`src/rtl/core/lpd_pkg.sv`:
```
// ----------------------------------------------------------------------------
// Length-prefix deframer package
// Shared constants, status codes and result types of the deframer.
// ----------------------------------------------------------------------------
`default_nettype none

package lpd_pkg;

	// Default width of the payload byte counters.
	localparam int LPD_COUNT_BITS = 24;

	// Width of the length and limit fields.
	localparam int LPD_LEN_BITS = 24;

	// Reset value of the maximum frame length register.
	localparam logic [LPD_LEN_BITS-1:0] LPD_MAX_RESET = 24'd65535;

	// Status codes carried with each result item.
	typedef enum logic [1:0] {
		ST_PAYLOAD  = 2'd0,
		ST_ZERO_LEN = 2'd1,
		ST_OVERSIZE = 2'd2,
		ST_FAILED   = 2'd3
	} lpd_status_t;

	// One result item.
	typedef struct packed {
		logic [7:0]              out_byte;
		logic                    first_flag;
		logic                    last_flag;
		logic [LPD_LEN_BITS-1:0] frame_length;
		lpd_status_t             status;
	} lpd_result_t;

	// A result handed from the parser to the output buffer.
	typedef struct packed {
		logic        valid;
		lpd_result_t data;
	} lpd_push_t;

endpackage

`default_nettype wire

```
`src/rtl/core/lpd_byte_if.sv`:
```
// ----------------------------------------------------------------------------
// Byte stream interface
// Valid/ready channel carrying one raw byte of the framed stream per item.
// ----------------------------------------------------------------------------
`default_nettype none

interface lpd_byte_if;
	logic       valid;
	logic       ready;
	logic [7:0] in_byte;

	modport source (output valid, output in_byte, input ready);
	modport sink (input valid, input in_byte, output ready);
endinterface

`default_nettype wire

```
`src/rtl/core/lpd_frame_if.sv`:
```
// ----------------------------------------------------------------------------
// Deframed result interface
// Valid/ready channel carrying one payload byte or error report per item.
// ----------------------------------------------------------------------------
`default_nettype none

interface lpd_frame_if;
	logic        valid;
	logic        ready;
	logic [7:0]  out_byte;
	logic        first_flag;
	logic        last_flag;
	logic [23:0] frame_length;
	logic [1:0]  status;

	modport source (
		output valid, output out_byte, output first_flag, output last_flag,
		output frame_length, output status, input ready
	);
	modport sink (
		input valid, input out_byte, input first_flag, input last_flag,
		input frame_length, input status, output ready
	);
endinterface

`default_nettype wire

```
`src/rtl/core/lpd_in_stage.sv`:
```
// ----------------------------------------------------------------------------
// Deframer input register
// Holds one incoming byte until the parser consumes it.
// ----------------------------------------------------------------------------
`default_nettype none

module lpd_in_stage
	import lpd_pkg::*;
(
	input  wire logic       clk,
	input  wire logic       arst_n,
	input  wire logic       in_valid,
	input  wire logic [7:0] in_byte,
	output logic            in_ready,
	input  wire logic       advance,
	output logic            valid_s1,
	output logic [7:0]      byte_s1
);

	// The register takes a new item when empty or when its item moves on.
	assign in_ready = !valid_s1 || advance;

	// Valid bit is control state and resets; the byte does not.
	always_ff @(posedge clk or negedge arst_n) begin
		if (!arst_n) begin
			valid_s1 <= 1'b0;
		end else if (in_ready) begin
			valid_s1 <= in_valid;
		end
	end

	always_ff @(posedge clk) begin
		if (in_ready && in_valid) begin
			byte_s1 <= in_byte;
		end
	end

endmodule

`default_nettype wire

```
`src/rtl/core/lpd_parser.sv`:
```
// ----------------------------------------------------------------------------
// Deframer parser
// Gathers the length header, checks it and tags payload bytes, or marks bytes
// failed after a bad header, one byte per cycle whenever advance is set.
// ----------------------------------------------------------------------------
`default_nettype none

module lpd_parser
	import lpd_pkg::*;
#(
	parameter int COUNT_BITS = LPD_COUNT_BITS
) (
	input  wire logic                    clk,
	input  wire logic                    arst_n,
	input  wire logic                    advance,
	input  wire logic [7:0]              byte_s1,
	input  wire logic [LPD_LEN_BITS-1:0] max_len,
	output lpd_push_t                    push
);

	typedef enum logic [1:0] {
		PH_HEADER  = 2'd0,
		PH_PAYLOAD = 2'd1,
		PH_FAILED  = 2'd2
	} phase_t;

	// Largest length the counters can hold, one bit wider to cover 32 bits.
	localparam logic [32:0] COUNT_MASK = (33'd1 << COUNT_BITS) - 33'd1;
	localparam logic [COUNT_BITS-1:0] CNT_ONE = COUNT_BITS'(1);

	phase_t                  phase_q, phase_d;
	logic [1:0]              hdr_cnt_q, hdr_cnt_d;
	logic [23:0]             hdr_low_q, hdr_low_d;
	logic [COUNT_BITS-1:0]   remain_q, remain_d;
	logic [COUNT_BITS-1:0]   cur_len_q, cur_len_d;
	logic [31:0]             declared;
	logic [31:0]             cur_wide;
	logic                    oversize;
	lpd_push_t               push_c;

	assign declared = {byte_s1, hdr_low_q};
	assign cur_wide = 32'(cur_len_q);
	assign oversize = ({1'b0, declared} > COUNT_MASK) ||
		(declared > {8'd0, max_len});

	// Next state and result for the byte held in the input register.
	always_comb begin
		phase_d   = phase_q;
		hdr_cnt_d = hdr_cnt_q;
		hdr_low_d = hdr_low_q;
		remain_d  = remain_q;
		cur_len_d = cur_len_q;
		push_c    = '0;
		case (phase_q)
			PH_HEADER: begin
				if (hdr_cnt_q != 2'd3) begin
					case (hdr_cnt_q)
						2'd0: hdr_low_d[7:0] = hdr_low_q[7:0] | byte_s1;
						2'd1: hdr_low_d[15:8] = hdr_low_q[15:8] | byte_s1;
						2'd2: hdr_low_d[23:16] = hdr_low_q[23:16] | byte_s1;
						default: hdr_low_d = hdr_low_q;
					endcase
					hdr_cnt_d = hdr_cnt_q + 2'd1;
				end else begin
					hdr_cnt_d = 2'd0;
					hdr_low_d = '0;
					if (declared == 32'd0) begin
						phase_d = PH_FAILED;
						push_c.valid = 1'b1;
						push_c.data.status = ST_ZERO_LEN;
					end else if (oversize) begin
						// Report the declared length, saturated to 24 bits.
						phase_d = PH_FAILED;
						push_c.valid = 1'b1;
						push_c.data.status = ST_OVERSIZE;
						push_c.data.frame_length = (declared[31:24] != 8'd0) ?
							'1 : declared[23:0];
					end else begin
						phase_d   = PH_PAYLOAD;
						cur_len_d = declared[COUNT_BITS-1:0];
						remain_d  = declared[COUNT_BITS-1:0];
					end
				end
			end
			PH_PAYLOAD: begin
				push_c.valid             = 1'b1;
				push_c.data.out_byte     = byte_s1;
				push_c.data.first_flag   = (remain_q == cur_len_q);
				push_c.data.last_flag    = (remain_q <= CNT_ONE);
				push_c.data.frame_length = cur_wide[23:0];
				push_c.data.status       = ST_PAYLOAD;
				if (remain_q <= CNT_ONE) begin
					remain_d  = '0;
					phase_d   = PH_HEADER;
					hdr_cnt_d = 2'd0;
					hdr_low_d = '0;
				end else begin
					remain_d = remain_q - CNT_ONE;
				end
			end
			default: begin
				// Failed phase: every byte is dropped with a failed status.
				push_c.valid       = 1'b1;
				push_c.data.status = ST_FAILED;
			end
		endcase
	end

	// A result leaves only when the byte is actually consumed.
	always_comb begin
		push       = push_c;
		push.valid = push_c.valid && advance;
	end

	// Parser state.
	always_ff @(posedge clk or negedge arst_n) begin
		if (!arst_n) begin
			phase_q   <= PH_HEADER;
			hdr_cnt_q <= 2'd0;
			hdr_low_q <= '0;
			remain_q  <= '0;
			cur_len_q <= '0;
		end else if (advance) begin
			phase_q   <= phase_d;
			hdr_cnt_q <= hdr_cnt_d;
			hdr_low_q <= hdr_low_d;
			remain_q  <= remain_d;
			cur_len_q <= cur_len_d;
		end
	end

endmodule

`default_nettype wire

```
`src/rtl/core/lpd_out_buf.sv`:
```
// ----------------------------------------------------------------------------
// Deframer output buffer
// Two-entry result queue that decouples the parser from output stalls.
// ----------------------------------------------------------------------------
`default_nettype none

module lpd_out_buf
	import lpd_pkg::*;
(
	input  wire logic      clk,
	input  wire logic      arst_n,
	input  wire lpd_push_t push,
	output logic           space,
	output logic           out_valid,
	input  wire logic      out_ready,
	output lpd_result_t    out_data
);

	lpd_result_t entry_q [2];
	logic        wr_ptr_q;
	logic        rd_ptr_q;
	logic [1:0]  count_q;
	logic        pop;

	assign pop       = out_valid && out_ready;
	assign out_valid = (count_q != 2'd0);
	assign out_data  = entry_q[rd_ptr_q];
	assign space     = (count_q != 2'd2);

	// Pointers and fill count.
	always_ff @(posedge clk or negedge arst_n) begin
		if (!arst_n) begin
			wr_ptr_q <= 1'b0;
			rd_ptr_q <= 1'b0;
			count_q  <= 2'd0;
		end else begin
			if (push.valid) begin
				wr_ptr_q <= !wr_ptr_q;
			end
			if (pop) begin
				rd_ptr_q <= !rd_ptr_q;
			end
			count_q <= count_q + {1'b0, push.valid} - {1'b0, pop};
		end
	end

	// Result storage.
	always_ff @(posedge clk) begin
		if (push.valid) begin
			entry_q[wr_ptr_q] <= push.data;
		end
	end

endmodule

`default_nettype wire

```
`src/rtl/core/length_prefix_deframer.sv`:
```
// ----------------------------------------------------------------------------
// Length-prefix deframer
// Splits a byte stream of 4-byte little-endian length-prefixed frames.
// ----------------------------------------------------------------------------
// The block takes one byte per clock cycle and sustains that rate
// indefinitely while the result side keeps up. Each byte is caught in an
// input register and parsed from there once the output buffer has room, and
// its result, if any, is written to that buffer, which feeds the frame
// channel. Header bytes give no result unless the completed length is zero,
// above max_frame_bytes or too large for the counters, in which case one
// error item is returned and every later byte comes back as a failed item
// until reset. A two-entry output buffer sits between parser and frame
// channel; in steady streaming it holds one result, so a stalled result
// cycle fills it and the stream side is held off until an entry drains, and
// longer stalls back-pressure the stream. max_frame_bytes is written through
// cfg_we/cfg_data and takes effect at the next frame header.
// ----------------------------------------------------------------------------
`default_nettype none

module length_prefix_deframer
	import lpd_pkg::*;
#(
	parameter int COUNT_BITS = LPD_COUNT_BITS
) (
	input  wire logic                    clk,
	input  wire logic                    arst_n,
	input  wire logic                    cfg_we,
	input  wire logic [LPD_LEN_BITS-1:0] cfg_data,
	lpd_byte_if.sink                     stream,
	lpd_frame_if.source                  frame
);

	logic [LPD_LEN_BITS-1:0] max_len_q;
	logic                    valid_s1;
	logic [7:0]              byte_s1;
	logic                    space;
	logic                    advance;
	lpd_push_t               push;
	lpd_result_t             out_data;

	// Maximum frame length register.
	always_ff @(posedge clk or negedge arst_n) begin
		if (!arst_n) begin
			max_len_q <= LPD_MAX_RESET;
		end else if (cfg_we) begin
			max_len_q <= cfg_data;
		end
	end

	// A byte is parsed when it is held and the buffer has room for a result.
	assign advance = valid_s1 && space;

	lpd_in_stage u_in_stage (
		.clk      (clk),
		.arst_n   (arst_n),
		.in_valid (stream.valid),
		.in_byte  (stream.in_byte),
		.in_ready (stream.ready),
		.advance  (advance),
		.valid_s1 (valid_s1),
		.byte_s1  (byte_s1)
	);

	lpd_parser #(
		.COUNT_BITS (COUNT_BITS)
	) u_parser (
		.clk     (clk),
		.arst_n  (arst_n),
		.advance (advance),
		.byte_s1 (byte_s1),
		.max_len (max_len_q),
		.push    (push)
	);

	lpd_out_buf u_out_buf (
		.clk       (clk),
		.arst_n    (arst_n),
		.push      (push),
		.space     (space),
		.out_valid (frame.valid),
		.out_ready (frame.ready),
		.out_data  (out_data)
	);

	// Result fields onto the frame channel.
	assign frame.out_byte     = out_data.out_byte;
	assign frame.first_flag   = out_data.first_flag;
	assign frame.last_flag    = out_data.last_flag;
	assign frame.frame_length = out_data.frame_length;
	assign frame.status       = out_data.status;

endmodule

`default_nettype wire

```
`src/flat_wrapper.sv`:
```
// flat-port wrapper written by rule: the top's interface ports become plain ports
module length_prefix_deframer_flat import lpd_pkg::*;
#(
	parameter int COUNT_BITS = LPD_COUNT_BITS
)
  (clk, arst_n, cfg_we, cfg_data, stream_valid, stream_in_byte, stream_ready, frame_valid, frame_out_byte, frame_first_flag, frame_last_flag, frame_frame_length, frame_status, frame_ready);
  lpd_byte_if stream_i ();
  lpd_frame_if frame_i ();
  input  wire logic clk;
  input  wire logic arst_n;
  input  wire logic cfg_we;
  input  wire logic [LPD_LEN_BITS-1:0] cfg_data;
  input wire logic [$bits(stream_i.valid)-1:0] stream_valid;
  input wire logic [$bits(stream_i.in_byte)-1:0] stream_in_byte;
  output wire logic [$bits(stream_i.ready)-1:0] stream_ready;
  output wire logic [$bits(frame_i.valid)-1:0] frame_valid;
  output wire logic [$bits(frame_i.out_byte)-1:0] frame_out_byte;
  output wire logic [$bits(frame_i.first_flag)-1:0] frame_first_flag;
  output wire logic [$bits(frame_i.last_flag)-1:0] frame_last_flag;
  output wire logic [$bits(frame_i.frame_length)-1:0] frame_frame_length;
  output wire logic [$bits(frame_i.status)-1:0] frame_status;
  input wire logic [$bits(frame_i.ready)-1:0] frame_ready;
  assign stream_i.valid = stream_valid;
  assign stream_i.in_byte = stream_in_byte;
  assign stream_ready = stream_i.ready;
  assign frame_valid = frame_i.valid;
  assign frame_out_byte = frame_i.out_byte;
  assign frame_first_flag = frame_i.first_flag;
  assign frame_last_flag = frame_i.last_flag;
  assign frame_frame_length = frame_i.frame_length;
  assign frame_status = frame_i.status;
  assign frame_i.ready = frame_ready;
  length_prefix_deframer #(.COUNT_BITS(COUNT_BITS)) u_core (.clk(clk), .arst_n(arst_n), .cfg_we(cfg_we), .cfg_data(cfg_data), .stream(stream_i), .frame(frame_i));
endmodule
```
`config.mk`:
```
export PLATFORM = sky130hd
export DESIGN_NAME = length_prefix_deframer_flat
export DESIGN_NICKNAME = d
export VERILOG_FILES = /design/src/rtl/core/lpd_pkg.sv /design/src/rtl/core/lpd_byte_if.sv /design/src/rtl/core/lpd_frame_if.sv /design/src/rtl/core/lpd_in_stage.sv /design/src/rtl/core/lpd_parser.sv /design/src/rtl/core/lpd_out_buf.sv /design/src/rtl/core/length_prefix_deframer.sv /design/src/flat_wrapper.sv
export SDC_FILE = /design/constraint.sdc
export NUM_CORES = 1
export LEC_CHECK = 0
export ABC_AREA = 1
export CAP_MARGIN = 20
export CELL_PAD_IN_SITES_DETAIL_PLACEMENT = 1
export CELL_PAD_IN_SITES_GLOBAL_PLACEMENT = 1
export CORE_ASPECT_RATIO = 0.5
export CORE_MARGIN = 2
export CORE_UTILIZATION = 53
export CTS_BUF_LIST = sky130_fd_sc_hd__clkbuf_8
export CTS_CLUSTER_SIZE = 8
export DETAILED_ROUTE_END_ITERATION = 10
export DONT_BUFFER_PORTS = 1
export PLACE_DENSITY = 0.91
export SYNTH_ARGS = -nofsm -noshare
export SYNTH_HDL_FRONTEND = slang
export SYNTH_SLANG_ARGS = --single-unit
```
`constraint.sdc`:
```
create_clock -name clk -period 10.8 [get_ports clk]
set_clock_uncertainty 0.15 [all_clocks]
set_input_delay 1.08 -clock clk [delete_from_list [all_inputs] [get_ports clk]]
set_output_delay 1.08 -clock clk [all_outputs]
set_load 0.01 [all_outputs]
```
==> flow_summary.yaml <==
run_status:
  status: "finished, final reports clean"
floorplan:
  die-area_mm2: 0.01869
  die_h_um: 97.68
  start_util_pct: 53.86
  core-area_mm2: 0.01727
  boundaryPins: 75
  rows: 34
  die-width_um: 191.4
routing:
  drc_errors: 0
  routed-wl-met3_mm: 3.511
  highest-signal-layer: "met5"
  vias: 7494
  drt_iter0_drc: 690
  wl_per_cell_um: 23.31
  wl_met2_mm: 12.54
  wl_mm: 29.89
  postRouteAntennaNets: 0
  viasPerCell: 5.846
  wl_met1_mm: 13.40
  dr.pass1.iters: 5
yosys:
  async_reset_ff_share_pct: 56.76
  yosys_warnings: 0
  syn-num-nets: 1116
  syn_area_per_cell_um2: 8.885
  ys_types: 42
  synth_edf_count: 80
  synth_top_area_cell: "edfxtp_1"
  synthesis.area_mm2: 0.009303
  synth_top_area_share_pct: 25.82
  synth-main-ff-cell: "dfrtp_1"
  ys_seq_elements: 185
  synthCells: 1047
  synth-seq-area-share_pct: 54.28
  ys_top_cells_by_area: "edfxtp_1, dfrtp_1, nand2_1, inv_1, dfstp_2"
finish:
  nNetsFinal: 1104
  fin_util_pct: 57.15
  drive_above_1_share_pct: 8.015
  diodes: 0
  area_growth_pct: 6.106
sta:
  worstMarginPinSlew_ns: 1.067
  period_minus_slack_ns: 3.655
  fmax_mhz: 273.6
  setup_slack_ns: 7.145
  finalSetupTns_ns: 0
  hold_viol: 0
  setup_violations: 0
  timing.final.crit_share_pct: 33.84
  slew_violations: 0
  relSlewSlack_pct: 28.63
  rsz0062_at_grt: "no"
  holdWs_ns: 0.1281
clock_tree:
  post-cts-setup-buffers: 0
  path_clk_slew_ns: 0.11
  clkLatencyLatePin_ns: 0.49
  cts_buffers: 17
  ctsResizeCount: 0
  cts_hold_buffers: 0
  cts_buffer_depth: 2
  cts_tree: "built"
  htreeDepth: 4
  cts-root-buf: "clkbuf_8"
  cts.sinks: 185
global_route:
  grt_pass1_wl_mm: 45.63
  grt.overflow.total: 0
  grt_pass1_vias: 7682
  grtUsageTotal_pct: 33.34
  antenna_found_initial: 1
  grt_max_degree: 106
power_and_ir_drop:
  vdd_ir_drop_max_mv: 0.1302
  p_leak_uw: 0.004438
  p_per_area_mw_per_mm2: 263.8
run:
  max_cap_violations: 0
hold_path:
  hp-class: "input pin to async pin"
critical_path:
  start_kind: "register"
  path_cells: "inv_1 -> ha_1 -> nand2_1 -> nor3_1 -> nand2_1 -> nand2_1 -> nand2_1 -> nand2_2 -> nand2_4 -> nand3_1 -> nand2_1 -> nor2_4"
  path_class: "register to register"
  slowest_stage: "nor2_4"
  crit_top_cell: "nand2_1"
  end_kind: "register"
  worstPathArrival_ns: 3.61
  cp_max_fo: 36
  cpPeakStageDelay_ns: 0.81
  critPathRequiredTime_ns: 10.75
place:
  gp_congestion: 0.9713
  portBuffers: 0
  pre_cts_ws_ns: 7.195
  dpl.hpwl_mm: 22.07
cell families after synthesis:
group | synth area share (%)
buffers and inverters | 7.263
flip-flops | 54.28
XOR/XNOR | 1.789
AND/OR/NAND/NOR | 21.92
adder cells (fa/ha/maj) | 4.304
AO/OA/AOI/OAI | 10.32
multiplexers | 0.1210
state kept, by name, summed over array words and instances (netlist names):
name                        flops
u_core.u_out_buf.entry_q       72
u_core.max_len_q               24
u_core.u_parser.cur_len_q      24
u_core.u_parser.hdr_low_q      24
u_core.u_parser.remain_q       24
u_core.u_in_stage.byte_s1       8
u_core.u_out_buf.count_q        2
u_core.u_parser.hdr_cnt_q       2
u_core.u_parser.phase_q         2
u_core.u_in_stage.valid_s1      1
u_core.u_out_buf.rd_ptr_q       1
u_core.u_out_buf.wr_ptr_q       1
synthesized netlist by cell type (all sizes together) (16+ instances only):
master / count
a21oi: 41
buf: 21
dfrtp: 89
dfstp: 16
edfxtp: 80
ha: 32
inv: 126
nand2: 315
nand3: 37
nor2: 94
o21ai: 77
o22ai: 39
metal layers:
metal | vias to the layer above | global-route usage (%)
li1 | 3413 | -
met1 | 3715 | 47.08
met2 | 327 | 48.60
met3 | 37 | 13.29
met4 | 2 | 6.805
met5 | - | 0
critical path, delay by kind of cell, from the launching register on:
kind	cells	cell delay, ns
fa+ha+maj	1	0.29
simple gates	10	2.25
flops	1	0.52
buf+inv	1	0.04
per-stage QoR:
step	area, um^2	cells	power (uW)
2_1_floorplan	9303	1047	1780
3_3_place_gp	9434	1249	2018
3_5_place_dp	9434	1249	2094
4_1_cts	9843	1281	2593
5_1_grt	9871	1282	2758
6_report	9871	1282	2604
final cells by class:
type                    count  area [um^2]
fillers                  2091         7401
flip-flops and latches    185         5050
multi-input cells         699         3585
inverters                 127        476.7
well taps                 234        292.8
clock buffers              17        234.0
clock inverters            15        175.2
repair buffers              5        57.56
where the power goes:
| group | internal [uW] | switching [uW] |
|---|---|---|
| Clock | 230 | 267 |
| Combinational | 274 | 697 |
| Sequential | 966 | 171 |
path summary, 6_finish.rpt:
kind	start	to	slack, ns	cells past startpoint
worst max register to register	u_core.max_len_q[15]	u_core.u_out_buf.entry_q[1][33]	7.15	12
min in group clk	u_core.u_parser.cur_len_q[18]	u_core.u_parser.cur_len_q[18]	0.35	2
worst max-delay path	u_core.max_len_q[15]	u_core.u_out_buf.entry_q[1][33]	7.15	12
worst min-delay path	arst_n	u_core.u_parser.hdr_cnt_q[0]	0.13	0
max in group asynchronous	arst_n	u_core.max_len_q[10]	10.08	0
worst min register to register	u_core.u_parser.cur_len_q[18]	u_core.u_parser.cur_len_q[18]	0.35	2
cell usage in the layout (no fill, tap or decap), types with 8 or more instances in the layout:
| cell | synthesis | final |
|---|---|---|
| nand2_1 | 311 | 311 |
| edfxtp_1 | 80 | 80 |
| nor2_1 | 86 | 85 |
| o21ai_2 | 9 | 9 |
| nand4_1 | 14 | 14 |
| ha_1 | 32 | 32 |
| a21oi_1 | 41 | 41 |
| inv_1 | 123 | 125 |
| clkbuf_8 | 0 | 17 |
| xor2_1 | 11 | 11 |
| dfstp_2 | 16 | 16 |
| o21ai_1 | 19 | 19 |
| o21ai_0 | 49 | 49 |
| nand3_1 | 34 | 34 |
| xnor2_1 | 8 | 8 |
| dfrtp_1 | 89 | 89 |
| nor3_1 | 9 | 9 |
| o22ai_1 | 39 | 39 |
No activity file was read; power rests on OpenSTA's default activity.
